**src/rtl/core/sqe_pkg.sv**
```systemverilog
`timescale 1ns / 1ps
// ----------------------------------------------------------------------------
// sqe_pkg
// shared types and constants of the stack / queue engine
// ----------------------------------------------------------------------------
package sqe_pkg;

  localparam int ValueW  = 32;
  localparam int ApbDataW = 32;
  localparam int ApbAddrW = 3;
  localparam int RegIdxW  = 1;

  // register index of the mode register
  localparam logic [RegIdxW-1:0] REG_QUEUE_MODE = 1'b0;

  typedef enum logic [1:0] {
    OP_PUSH = 2'd0,
    OP_DUMP = 2'd1,
    OP_PEEK = 2'd2,
    OP_POP  = 2'd3
  } op_e;

  typedef enum logic [1:0] {
    ST_VALUE = 2'd0,
    ST_EMPTY = 2'd1,
    ST_FULL  = 2'd2
  } status_e;

  typedef enum logic {
    S_IDLE = 1'b0,
    S_DUMP = 1'b1
  } state_e;

endpackage

```
**src/rtl/core/sqe_in_if.sv**
```systemverilog
`timescale 1ns / 1ps
// ----------------------------------------------------------------------------
// sqe_in_if
// command channel: opcode and push value with valid / ready
// ----------------------------------------------------------------------------
interface sqe_in_if;
  logic                              valid;
  logic                              ready;
  sqe_pkg::op_e                      opcode;
  logic signed [sqe_pkg::ValueW-1:0] push_value;

  modport source (output valid, opcode, push_value, input ready);
  modport sink   (input valid, opcode, push_value, output ready);
endinterface

```
**src/rtl/core/sqe_out_if.sv**
```systemverilog
`timescale 1ns / 1ps
// ----------------------------------------------------------------------------
// sqe_out_if
// result channel: status, value and last flag with valid / ready
// ----------------------------------------------------------------------------
interface sqe_out_if;
  logic                              valid;
  logic                              ready;
  sqe_pkg::status_e                  status;
  logic signed [sqe_pkg::ValueW-1:0] out_value;
  logic                              last;

  modport source (output valid, status, out_value, last, input ready);
  modport sink   (input valid, status, out_value, last, output ready);
endinterface

```
**src/rtl/core/stack_queue_engine.sv**
```systemverilog
`timescale 1ns / 1ps
// ----------------------------------------------------------------------------
// stack_queue_engine
// bounded store of signed 32-bit values, used as a stack or as a queue
// ----------------------------------------------------------------------------
//
//   channel   direction  handshake      payload
//   in_i      sink       valid / ready  opcode, push_value
//   out_o     source     valid / ready  status, out_value, last
//   apb       slave      psel / penable queue_mode at byte address 0
//
// push and pop are taken without a memory read; a peek holds the command
// side while the single memory read port returns the front entry
// a dump reads one stored element at a time, paced by that read port and
// by the result side; no command is taken until the final element has
// moved from the read stage into the output register
// the command side also waits while a result sits untaken in the output
// register; results are never dropped, a stalled result simply holds
// reset clears the front pointer, count and control; the element memory has no
// clearing pass, since only entries that were pushed are ever read
//
module stack_queue_engine #(
  parameter int DEPTH = 64
) (
  input  logic                         clk_i,
  input  logic                         rst_ni,
  sqe_in_if.sink                       in_i,
  sqe_out_if.source                    out_o,
  input  logic                         psel,
  input  logic                         penable,
  input  logic                         pwrite,
  input  logic [sqe_pkg::ApbAddrW-1:0] paddr,
  input  logic [sqe_pkg::ApbDataW-1:0] pwdata,
  output logic [sqe_pkg::ApbDataW-1:0] prdata,
  output logic                         pready
);

  localparam int IdxW = $clog2(DEPTH);
  localparam int CntW = $clog2(DEPTH + 1);

  localparam logic [IdxW-1:0] LastIdx  = IdxW'(DEPTH - 1);
  localparam logic [CntW-1:0] CntFull  = CntW'(DEPTH);
  localparam logic [CntW:0]   DepthExt = (CntW + 1)'(DEPTH);

  // mode register
  logic queue_mode;

  sqe_apb_regs u_regs (
    .clk_i       (clk_i),
    .rst_ni      (rst_ni),
    .psel        (psel),
    .penable     (penable),
    .pwrite      (pwrite),
    .paddr       (paddr),
    .pwdata      (pwdata),
    .prdata      (prdata),
    .pready      (pready),
    .queue_mode_o(queue_mode)
  );

  // control state
  sqe_pkg::state_e state_q, state_d;
  logic [IdxW-1:0] front_q, front_d;
  logic [CntW-1:0] count_q, count_d;
  logic [IdxW-1:0] dump_ptr_q, dump_ptr_d;
  logic [CntW-1:0] dump_cnt_q, dump_cnt_d;

  // read-pending stage: memory data waiting for the output register
  logic pend_q, pend_d;
  logic pend_last_q, pend_last_d;

  // output register
  logic                              out_valid_q, out_valid_d;
  sqe_pkg::status_e                  out_status_q, out_status_d;
  logic signed [sqe_pkg::ValueW-1:0] out_value_q, out_value_d;
  logic                              out_last_q, out_last_d;

  // element memory, one write and one registered read port
  logic signed [sqe_pkg::ValueW-1:0] mem [DEPTH];
  logic signed [sqe_pkg::ValueW-1:0] rd_data_q;
  logic                              rd_en, wr_en;
  logic [IdxW-1:0]                   rd_addr, wr_addr;

  logic            in_ready, in_fire;
  logic            out_free, pend_free;
  logic [IdxW-1:0] front_inc, front_dec, dump_ptr_inc, back_idx;
  logic [CntW:0]   back_sum, back_wrap;

  // circular index arithmetic, valid for any depth
  assign front_inc    = (front_q == LastIdx) ? '0 : front_q + 1'b1;
  assign front_dec    = (front_q == '0) ? LastIdx : front_q - 1'b1;
  assign dump_ptr_inc = (dump_ptr_q == LastIdx) ? '0 : dump_ptr_q + 1'b1;
  assign back_sum     = (CntW + 1)'(front_q) + (CntW + 1)'(count_q);
  assign back_wrap    = (back_sum >= DepthExt) ? back_sum - DepthExt : back_sum;
  assign back_idx     = back_wrap[IdxW-1:0];

  // output register frees when empty or when its transfer completes now
  assign out_free  = !out_valid_q || out_o.ready;
  assign pend_free = !pend_q || out_free;
  assign in_ready  = (state_q == sqe_pkg::S_IDLE) && !pend_q && out_free;
  assign in_fire   = in_i.valid && in_ready;

  always_comb begin
    state_d      = state_q;
    front_d      = front_q;
    count_d      = count_q;
    dump_ptr_d   = dump_ptr_q;
    dump_cnt_d   = dump_cnt_q;
    pend_d       = pend_q;
    pend_last_d  = pend_last_q;
    out_valid_d  = out_valid_q;
    out_status_d = out_status_q;
    out_value_d  = out_value_q;
    out_last_d   = out_last_q;
    rd_en        = 1'b0;
    rd_addr      = front_q;
    wr_en        = 1'b0;
    wr_addr      = back_idx;

    // result taken by the sink
    if (out_valid_q && out_o.ready) begin
      out_valid_d = 1'b0;
    end

    // memory data moves into the output register
    if (pend_q && out_free) begin
      out_valid_d  = 1'b1;
      out_status_d = sqe_pkg::ST_VALUE;
      out_value_d  = rd_data_q;
      out_last_d   = pend_last_q;
      pend_d       = 1'b0;
    end

    unique case (state_q)
      sqe_pkg::S_IDLE: begin
        if (in_fire) begin
          unique case (in_i.opcode)
            sqe_pkg::OP_PUSH: begin
              if (count_q == CntFull) begin
                out_valid_d  = 1'b1;
                out_status_d = sqe_pkg::ST_FULL;
                out_value_d  = '0;
                out_last_d   = 1'b1;
              end else begin
                wr_en = 1'b1;
                // stack mode grows the front downwards
                if (!queue_mode) begin
                  front_d = front_dec;
                  wr_addr = front_dec;
                end
                count_d = count_q + 1'b1;
              end
            end
            sqe_pkg::OP_DUMP: begin
              // an empty dump produces no transfer at all
              if (count_q != '0) begin
                state_d    = sqe_pkg::S_DUMP;
                dump_ptr_d = front_q;
                dump_cnt_d = '0;
              end
            end
            sqe_pkg::OP_PEEK: begin
              if (count_q == '0) begin
                out_valid_d  = 1'b1;
                out_status_d = sqe_pkg::ST_EMPTY;
                out_value_d  = '0;
                out_last_d   = 1'b1;
              end else begin
                rd_en       = 1'b1;
                rd_addr     = front_q;
                pend_d      = 1'b1;
                pend_last_d = 1'b1;
              end
            end
            sqe_pkg::OP_POP: begin
              if (count_q == '0) begin
                out_valid_d  = 1'b1;
                out_status_d = sqe_pkg::ST_EMPTY;
                out_value_d  = '0;
                out_last_d   = 1'b1;
              end else begin
                front_d = front_inc;
                count_d = count_q - 1'b1;
              end
            end
          endcase
        end
      end
      sqe_pkg::S_DUMP: begin
        // one read per cycle whenever the pending stage can take it
        if (pend_free) begin
          rd_en       = 1'b1;
          rd_addr     = dump_ptr_q;
          pend_d      = 1'b1;
          pend_last_d = (dump_cnt_q == count_q - 1'b1);
          dump_ptr_d  = dump_ptr_inc;
          dump_cnt_d  = dump_cnt_q + 1'b1;
          if (dump_cnt_q == count_q - 1'b1) begin
            state_d = sqe_pkg::S_IDLE;
          end
        end
      end
    endcase
  end

  always_ff @(posedge clk_i or negedge rst_ni) begin
    if (!rst_ni) begin
      state_q     <= sqe_pkg::S_IDLE;
      front_q     <= '0;
      count_q     <= '0;
      dump_cnt_q  <= '0;
      pend_q      <= 1'b0;
      out_valid_q <= 1'b0;
    end else begin
      state_q     <= state_d;
      front_q     <= front_d;
      count_q     <= count_d;
      dump_cnt_q  <= dump_cnt_d;
      pend_q      <= pend_d;
      out_valid_q <= out_valid_d;
    end
  end

  // payload registers
  always_ff @(posedge clk_i) begin
    dump_ptr_q   <= dump_ptr_d;
    pend_last_q  <= pend_last_d;
    out_status_q <= out_status_d;
    out_value_q  <= out_value_d;
    out_last_q   <= out_last_d;
  end

  // element memory; reads and writes never hit the same cycle
  always_ff @(posedge clk_i) begin
    if (wr_en) begin
      mem[wr_addr] <= in_i.push_value;
    end
    if (rd_en) begin
      rd_data_q <= mem[rd_addr];
    end
  end

  assign in_i.ready      = in_ready;
  assign out_o.valid     = out_valid_q;
  assign out_o.status    = out_status_q;
  assign out_o.out_value = out_value_q;
  assign out_o.last      = out_last_q;

endmodule

```
**src/rtl/core/sqe_apb_regs.sv**
```systemverilog
`timescale 1ns / 1ps
// ----------------------------------------------------------------------------
// sqe_apb_regs
// apb register block holding the queue mode bit
// ----------------------------------------------------------------------------
module sqe_apb_regs (
  input  logic                         clk_i,
  input  logic                         rst_ni,
  input  logic                         psel,
  input  logic                         penable,
  input  logic                         pwrite,
  input  logic [sqe_pkg::ApbAddrW-1:0] paddr,
  input  logic [sqe_pkg::ApbDataW-1:0] pwdata,
  output logic [sqe_pkg::ApbDataW-1:0] prdata,
  output logic                         pready,
  output logic                         queue_mode_o
);

  logic                        queue_mode_q, queue_mode_d;
  logic [sqe_pkg::RegIdxW-1:0] reg_idx;
  logic                        wr_fire;

  assign pready  = 1'b1;
  assign reg_idx = paddr[sqe_pkg::ApbAddrW-1:2];
  assign wr_fire = psel && penable && pwrite && pready;

  always_comb begin
    queue_mode_d = queue_mode_q;
    if (wr_fire && (reg_idx == sqe_pkg::REG_QUEUE_MODE)) begin
      queue_mode_d = pwdata[0];
    end
  end

  always_comb begin
    prdata = '0;
    if (reg_idx == sqe_pkg::REG_QUEUE_MODE) begin
      prdata = sqe_pkg::ApbDataW'(queue_mode_q);
    end
  end

  always_ff @(posedge clk_i or negedge rst_ni) begin
    if (!rst_ni) begin
      queue_mode_q <= 1'b0;
    end else begin
      queue_mode_q <= queue_mode_d;
    end
  end

  assign queue_mode_o = queue_mode_q;

endmodule

```
**src/flat_wrapper.sv**
```systemverilog
// flat-port wrapper written by rule: the top's interface ports become plain ports
module stack_queue_engine_flat 
#(
  parameter int DEPTH = 64
)
  (clk_i, rst_ni, psel, penable, pwrite, paddr, pwdata, prdata, pready, in_i_valid, in_i_opcode, in_i_push_value, in_i_ready, out_o_valid, out_o_status, out_o_out_value, out_o_last, out_o_ready);
  sqe_in_if in_i_i ();
  sqe_out_if out_o_i ();
  input  logic clk_i;
  input  logic rst_ni;
  input  logic psel;
  input  logic penable;
  input  logic pwrite;
  input  logic [sqe_pkg::ApbAddrW-1:0] paddr;
  input  logic [sqe_pkg::ApbDataW-1:0] pwdata;
  output logic [sqe_pkg::ApbDataW-1:0] prdata;
  output logic pready;
  input wire logic [$bits(in_i_i.valid)-1:0] in_i_valid;
  input wire logic [$bits(in_i_i.opcode)-1:0] in_i_opcode;
  input wire logic [$bits(in_i_i.push_value)-1:0] in_i_push_value;
  output wire logic [$bits(in_i_i.ready)-1:0] in_i_ready;
  output wire logic [$bits(out_o_i.valid)-1:0] out_o_valid;
  output wire logic [$bits(out_o_i.status)-1:0] out_o_status;
  output wire logic [$bits(out_o_i.out_value)-1:0] out_o_out_value;
  output wire logic [$bits(out_o_i.last)-1:0] out_o_last;
  input wire logic [$bits(out_o_i.ready)-1:0] out_o_ready;
  assign in_i_i.valid = in_i_valid;
  assign in_i_i.opcode = in_i_opcode;
  assign in_i_i.push_value = in_i_push_value;
  assign in_i_ready = in_i_i.ready;
  assign out_o_valid = out_o_i.valid;
  assign out_o_status = out_o_i.status;
  assign out_o_out_value = out_o_i.out_value;
  assign out_o_last = out_o_i.last;
  assign out_o_i.ready = out_o_ready;
  stack_queue_engine #(.DEPTH(DEPTH)) u_core (.clk_i(clk_i), .rst_ni(rst_ni), .in_i(in_i_i), .out_o(out_o_i), .psel(psel), .penable(penable), .pwrite(pwrite), .paddr(paddr), .pwdata(pwdata), .prdata(prdata), .pready(pready));
endmodule
```
**config.mk**
```make
export PLATFORM = sky130hd
export DESIGN_NAME = stack_queue_engine_flat
export DESIGN_NICKNAME = d
export VERILOG_FILES = /design/src/rtl/core/sqe_pkg.sv /design/src/rtl/core/sqe_in_if.sv /design/src/rtl/core/sqe_out_if.sv /design/src/rtl/core/stack_queue_engine.sv /design/src/rtl/core/sqe_apb_regs.sv /design/src/flat_wrapper.sv
export SDC_FILE = /design/constraint.sdc
export NUM_CORES = 2
export LEC_CHECK = 0
export ABC_AREA = 0
export BUFFER_PORTS_ARGS = -buffer_cell sky130_fd_sc_hd__buf_2
export CAP_MARGIN = 15
export CELL_PAD_IN_SITES_DETAIL_PLACEMENT = 1
export CELL_PAD_IN_SITES_GLOBAL_PLACEMENT = 1
export CORE_ASPECT_RATIO = 1.5
export CORE_UTILIZATION = 57
export CTS_CLUSTER_SIZE = 20
export DETAILED_ROUTE_END_ITERATION = 6
export GPL_ROUTABILITY_DRIVEN = 0
export GPL_TIMING_DRIVEN = 0
export PLACE_DENSITY = 0.94
export SYNTH_ARGS = -nofsm -noshare
export SYNTH_HDL_FRONTEND = slang
export SYNTH_SLANG_ARGS = --single-unit
```
**constraint.sdc**
```tcl
create_clock -name clk_i -period 8.4 [get_ports clk_i]
set_input_delay 1.68 -clock clk_i [delete_from_list [all_inputs] [get_ports clk_i]]
set_output_delay 1.68 -clock clk_i [all_outputs]
set_load 0.02 [all_outputs]
```
==> flow_metrics.tcl, run 1 <==
set metrics [dict create \
    status "did not finish" \
    haltStage "global routing" \
    first-error "[ERROR GRT-0232] Routing congestion too high. Check the congestion heatmap in the GUI." \
    synth_cells 6012 \
    io_buffers 80 \
    cts_sinks 2146 \
    ctsRootBufferMaster "clkbuf_16" \
    synth-main-ff-cell "edfxtp_1" \
    synth.avg_cell_area_um2 14.34 \
    hpwlAfterDp_um 264500 \
    synth-seq-cells 2146 \
    yosysWarnings 0 \
    numCtsBuffers 187 \
    async_flop_share_pct 1.118 \
    grt_max_degree 65 \
    synth_edf_count 2087 \
    synth.cell_area_um2 86190 \
    ys_types 79 \
    num_rows 174 \
    seq_area_frac_synth_pct 74.22 \
    cts_setup_buffers 0 \
    synth_top_area_share_pct 72.71 \
    synth.most_common_cell "edfxtp_1" \
    h-tree-depth 4 \
    clk_path_buf_depth 3 \
    synth.largest_area_cell "edfxtp_1" \
    start_util_pct 57.46 \
    grt-ovfl-total 35 \
    die_w_um 319.5 \
    cts-resized-gates 0 \
    grt_usage_pct 72.25 \
    synth_area_leaders "edfxtp_1 (73%), nand2_1 (5.1%), mux2i_1 (4.5%)" \
    yosys-top-cells-count "edfxtp_1 (2087), nand2_1 (1171), nand3_1 (406), mux2i_1 (387), a21oi_1 (252)" \
    ctsHoldBuffers 0 \
    dieHeight_um 478.2 \
    ios 146 \
]
## routing by layer
metal / overflow / global-route usage (%)
met1: 0 / 69.61
met2: 10 / 87.12
met3: 1 / 62.20
met4: 24 / 68.91
met5: 0 / 42.86
## metrics by stage
step	setup WS, ns	hold WS [ns]	instances	instance area [um^2]	util [%]
after detailed placement	1.702	0.4465	8240	92070	61.38
after CTS	2.503	0.4564	8590	98450	65.63
after global placement	-1.383	0.4429	8058	89120	59.41
after floorplan	2.505	0.4314	6042	86300	-
## cells by family after synthesis
group | after synthesis | share of synthesized area (%)
AND/OR/NAND/NOR | 1875 | 9.374
buffers and inverters | 492 | 2.713
XOR/XNOR | 35 | 0.3557
AO/OA/AOI/OAI | 1050 | 8.471
other | 2 | 0.008714
multiplexers | 395 | 4.599
flip-flops | 2146 | 74.22
adder cells (fa/ha/maj) | 17 | 0.2555
==> inputs of run 2 (changes only) <==
- CELL_PAD_IN_SITES_DETAIL_PLACEMENT: 1 -> not set
- CELL_PAD_IN_SITES_GLOBAL_PLACEMENT: 1 -> not set
- CORE_ASPECT_RATIO: 1.5 -> not set
- CORE_UTILIZATION: 57 -> 40
- CTS_CLUSTER_SIZE: 20 -> not set
- PLACE_DENSITY: 0.94 -> not set
- PLACE_DENSITY_LB_ADDON: not set -> 0.15
==> run 2 against run 1 <==
Against the previous run:
- the flow now finishes without violations
- area after synthesis unchanged
- synthesized cell count unchanged
==> flow_metrics.tcl, run 2 <==
set metrics [dict create \
    status "complete, no violations" \
    die_w_um 466.2 \
    area_delta_synth_final_pct 17.75 \
    cts_setup_buffers 0 \
    ys_types 79 \
    finalCriticalPeriod_ns 6.300 \
    numCtsBuffers 225 \
    synth_fa_ha_area_share_pct 0.2555 \
    ios 146 \
    clock_skew_ns 0.05342 \
    path_buf_inv 4 \
    yosysWarnings 0 \
    crit_cells 11 \
    fin_crit_sh_pct 75.01 \
    via_count 59549 \
    fillCellCount 18746 \
    h-tree-depth 4 \
    worstPathMaxFanout 10 \
    critPathSlowestCell "clkbuf_1" \
    cts_tree "built" \
    largest_reg_flops 2048 \
    cts_sinks 2146 \
    ff2ff_setup_slack_ns 2.49 \
    synth_top_family_by_area "simple AND/OR/NAND/NOR gates" \
    synth_area_leaders "edfxtp_1 (73%), nand2_1 (5.1%), mux2i_1 (4.5%)" \
    core-area_um2 214400 \
    finalSetupTns_ns 0 \
    cp-start-kind "input pin" \
    reg2regPathDepth 10 \
    slowest_delay_ns 1.04 \
    rsz0062_at_grt "false" \
    reg2reg_from "u_core.out_o.valid" \
    worstSetupEndpointType "flop" \
    hold_class "flop to flop" \
    fin_nets 6698 \
    maxSlewViolCount 0 \
    critical-path-top-delay-family "compound AO/OA/AOI/OAI gates" \
    first_pass_iters 6 \
    grt_usage_pct 31.81 \
    cap_violations 0 \
    hold_viol 0 \
    synth.cell_area_um2 86190 \
    cts-resized-gates 0 \
    seq_area_um2 63970 \
    criticalPathCategory "input pin to flop" \
    relSlewSlack_pct 9.052 \
    grt_max_degree 65 \
    synth_top_area_share_pct 72.71 \
    worstSkewPairLatency_ns 0.91 \
    synth-seq-cells 2146 \
    fp.dieArea_um2 217300 \
    grt_pass1_wl_um 468100 \
    fmax_mhz 158.7 \
    r2r_end "u_core.rd_data_q[31]" \
    synth_edf_count 2087 \
    dp_worst_setup_slack_ns 1.601 \
    hpwlAfterDp_um 254400 \
    synth.area.mux_share_pct 4.599 \
    start_util_pct 40.20 \
    grt_pass1_vias 54819 \
    synth_xor_area_share_pct 0.3557 \
    routedWlPerCell_um 36.37 \
    seq_area_frac_synth_pct 74.22 \
    cp_cell_sequence "buf_2, and4b_1, buf_4, a211oi_4, nand2_1, clkbuf_1, buf_2, o22ai_1, o21ai_0, o21ai_0, a311o_1" \
    io_buffers 80 \
    synth-simple-area-share_pct 9.374 \
    yosys-top-cells-count "edfxtp_1 (2087), nand2_1 (1171), nand3_1 (406), mux2i_1 (387), a21oi_1 (252)" \
    drcViolationCount 0 \
    ir_worst_vdd_v 0.0002975 \
    postRouteAntennaNets 0 \
    synth_cells 6012 \
    ctsHoldBuffers 0 \
    tightest_slew_ns 1.330 \
    synth.avg_cell_area_um2 14.34 \
    powerDensity_nw_per_um2 429.0 \
    layout.cells.most_common_list "edfxtp_1 (2087), nand2_1 (1170), nand3_1 (406)" \
    synth.most_common_cell "edfxtp_1" \
    min_path_cells 2 \
    power_w 0.04354 \
    worstHoldEndpoint "u_core.out_o.out_value[31]" \
    cp_data_arrival_time_ns 6.80 \
    drtIter0Drc 10142 \
    ctsRootBufferMaster "clkbuf_16" \
    leakagePower_nw 35.03 \
    synth_compound_area_share_pct 8.471 \
    synth.largest_area_cell "edfxtp_1" \
    vias_per_cell 6.167 \
    fin_ws_ns 2.100 \
    layout-drive-gt1-share_pct 14.30 \
    final_common_cell "edfxtp_1" \
    async_flop_share_pct 1.118 \
    dieHeight_um 466.2 \
    wl_um 351200 \
    num_rows 170 \
    finalSetupViolCount 0 \
    regMostFlops "u_core.mem" \
    min-delay-start "u_core.out_o.out_value[31]" \
    grt-ovfl-total 0 \
    antenna_found_initial 38 \
    clk_path_buf_depth 3 \
    clk_pin_slew_ns 0.06 \
    worstPathRequired_ns 8.90 \
    multi_input_area_um2 20420 \
    synth-main-ff-cell "edfxtp_1" \
]
==> run 2: power breakdown <==
| part | leakage, nW | total, W | internal (W) | switching (W) |
|---|---|---|---|---|
| clock network | 3.51 | 0.00990 | 0.00554 | 0.00436 |
| registers | 19.4 | 0.0124 | 0.0122 | 0.000215 |
| logic | 12.2 | 0.0212 | 0.00515 | 0.0161 |
==> run 2: worst max-delay path by stage <==
stage / end / start / slack [ns]
after global routing: u_core.rd_data_q[31] / out_o_ready / 2.25
after CTS: u_core.rd_data_q[31] / out_o_ready / 2.52
final: u_core.rd_data_q[31] / out_o_ready / 2.10
after detailed placement: u_core.rd_data_q[25] / out_o_ready / 1.60
after floorplan: u_core.mem[28][0] / in_i_opcode[0] / 2.51
after global placement: u_core.mem[6][15] / out_o_ready / -2.98
==> run 2: cell families (layout without fill, tap and decap cells) <==
logic type      Yosys count  after routing
compound gates         1050           1050
xor+xnor                 35             35
fa+ha+maj                17             17
buf+inv                 492           1252
flops                  2146           2146
mux                     395            395
other cells               2             48
simple gates           1875           1875
==> run 2: worst reg2reg max path: stages, from the launching register on <==
cell and delay (ns):
dfrtp_1 0.53, and4b_1 0.48, buf_4 0.30, a211oi_4 0.14, nand2_1 0.42, clkbuf_1 1.05
buf_2 0.43, o22ai_1 0.16, o21ai_0 0.91, o21ai_0 0.40, a311o_1 0.70
==> run 2: per-layer routing <==
layer / up-vias / share of wire [%] / GRT usage (%)
met3: 886 / 12 / 9.055
met2: 4266 / 43 / 46.99
met1: 30134 / 38 / 41.88
met5: - / 0.036 / 0.3953
met4: 20 / 6.6 / 18.33
li1: 24243 / - / -
==> run 2: area by class of cell <==
| class | count | share of cell area (%) |
|---|---|---|
| sequential | 2146 | 63.03 |
| multi-input combinational | 3404 | 20.12 |
| clock buffer | 272 | 5.722 |
| timing repair buffer | 336 | 3.925 |
| tap | 2838 | 3.499 |
| buffer | 448 | 2.141 |
| clock inverter | 152 | 1.356 |
| inverter | 44 | 0.1627 |
| antenna | 16 | 0.03945 |
==> run 2: per-stage QoR <==
| stage | instance area [um^2] | hold WS (ns) | cells | utilization, % |
|---|---|---|---|---|
| 2_1_floorplan | 86300 | 0.4314 | 6042 | - |
| 3_3_place_gp | 90250 | 0.4467 | 8960 | 42.09 |
| 3_5_place_dp | 94000 | 0.4448 | 9200 | 43.84 |
| 4_1_cts | 101200 | 0.4538 | 9624 | 47.19 |
| 5_1_grt | 101500 | 0.4687 | 9645 | 47.32 |
| 6_report | 101500 | 0.4525 | 9656 | 47.33 |
Power figures use the tool's default switching activity.
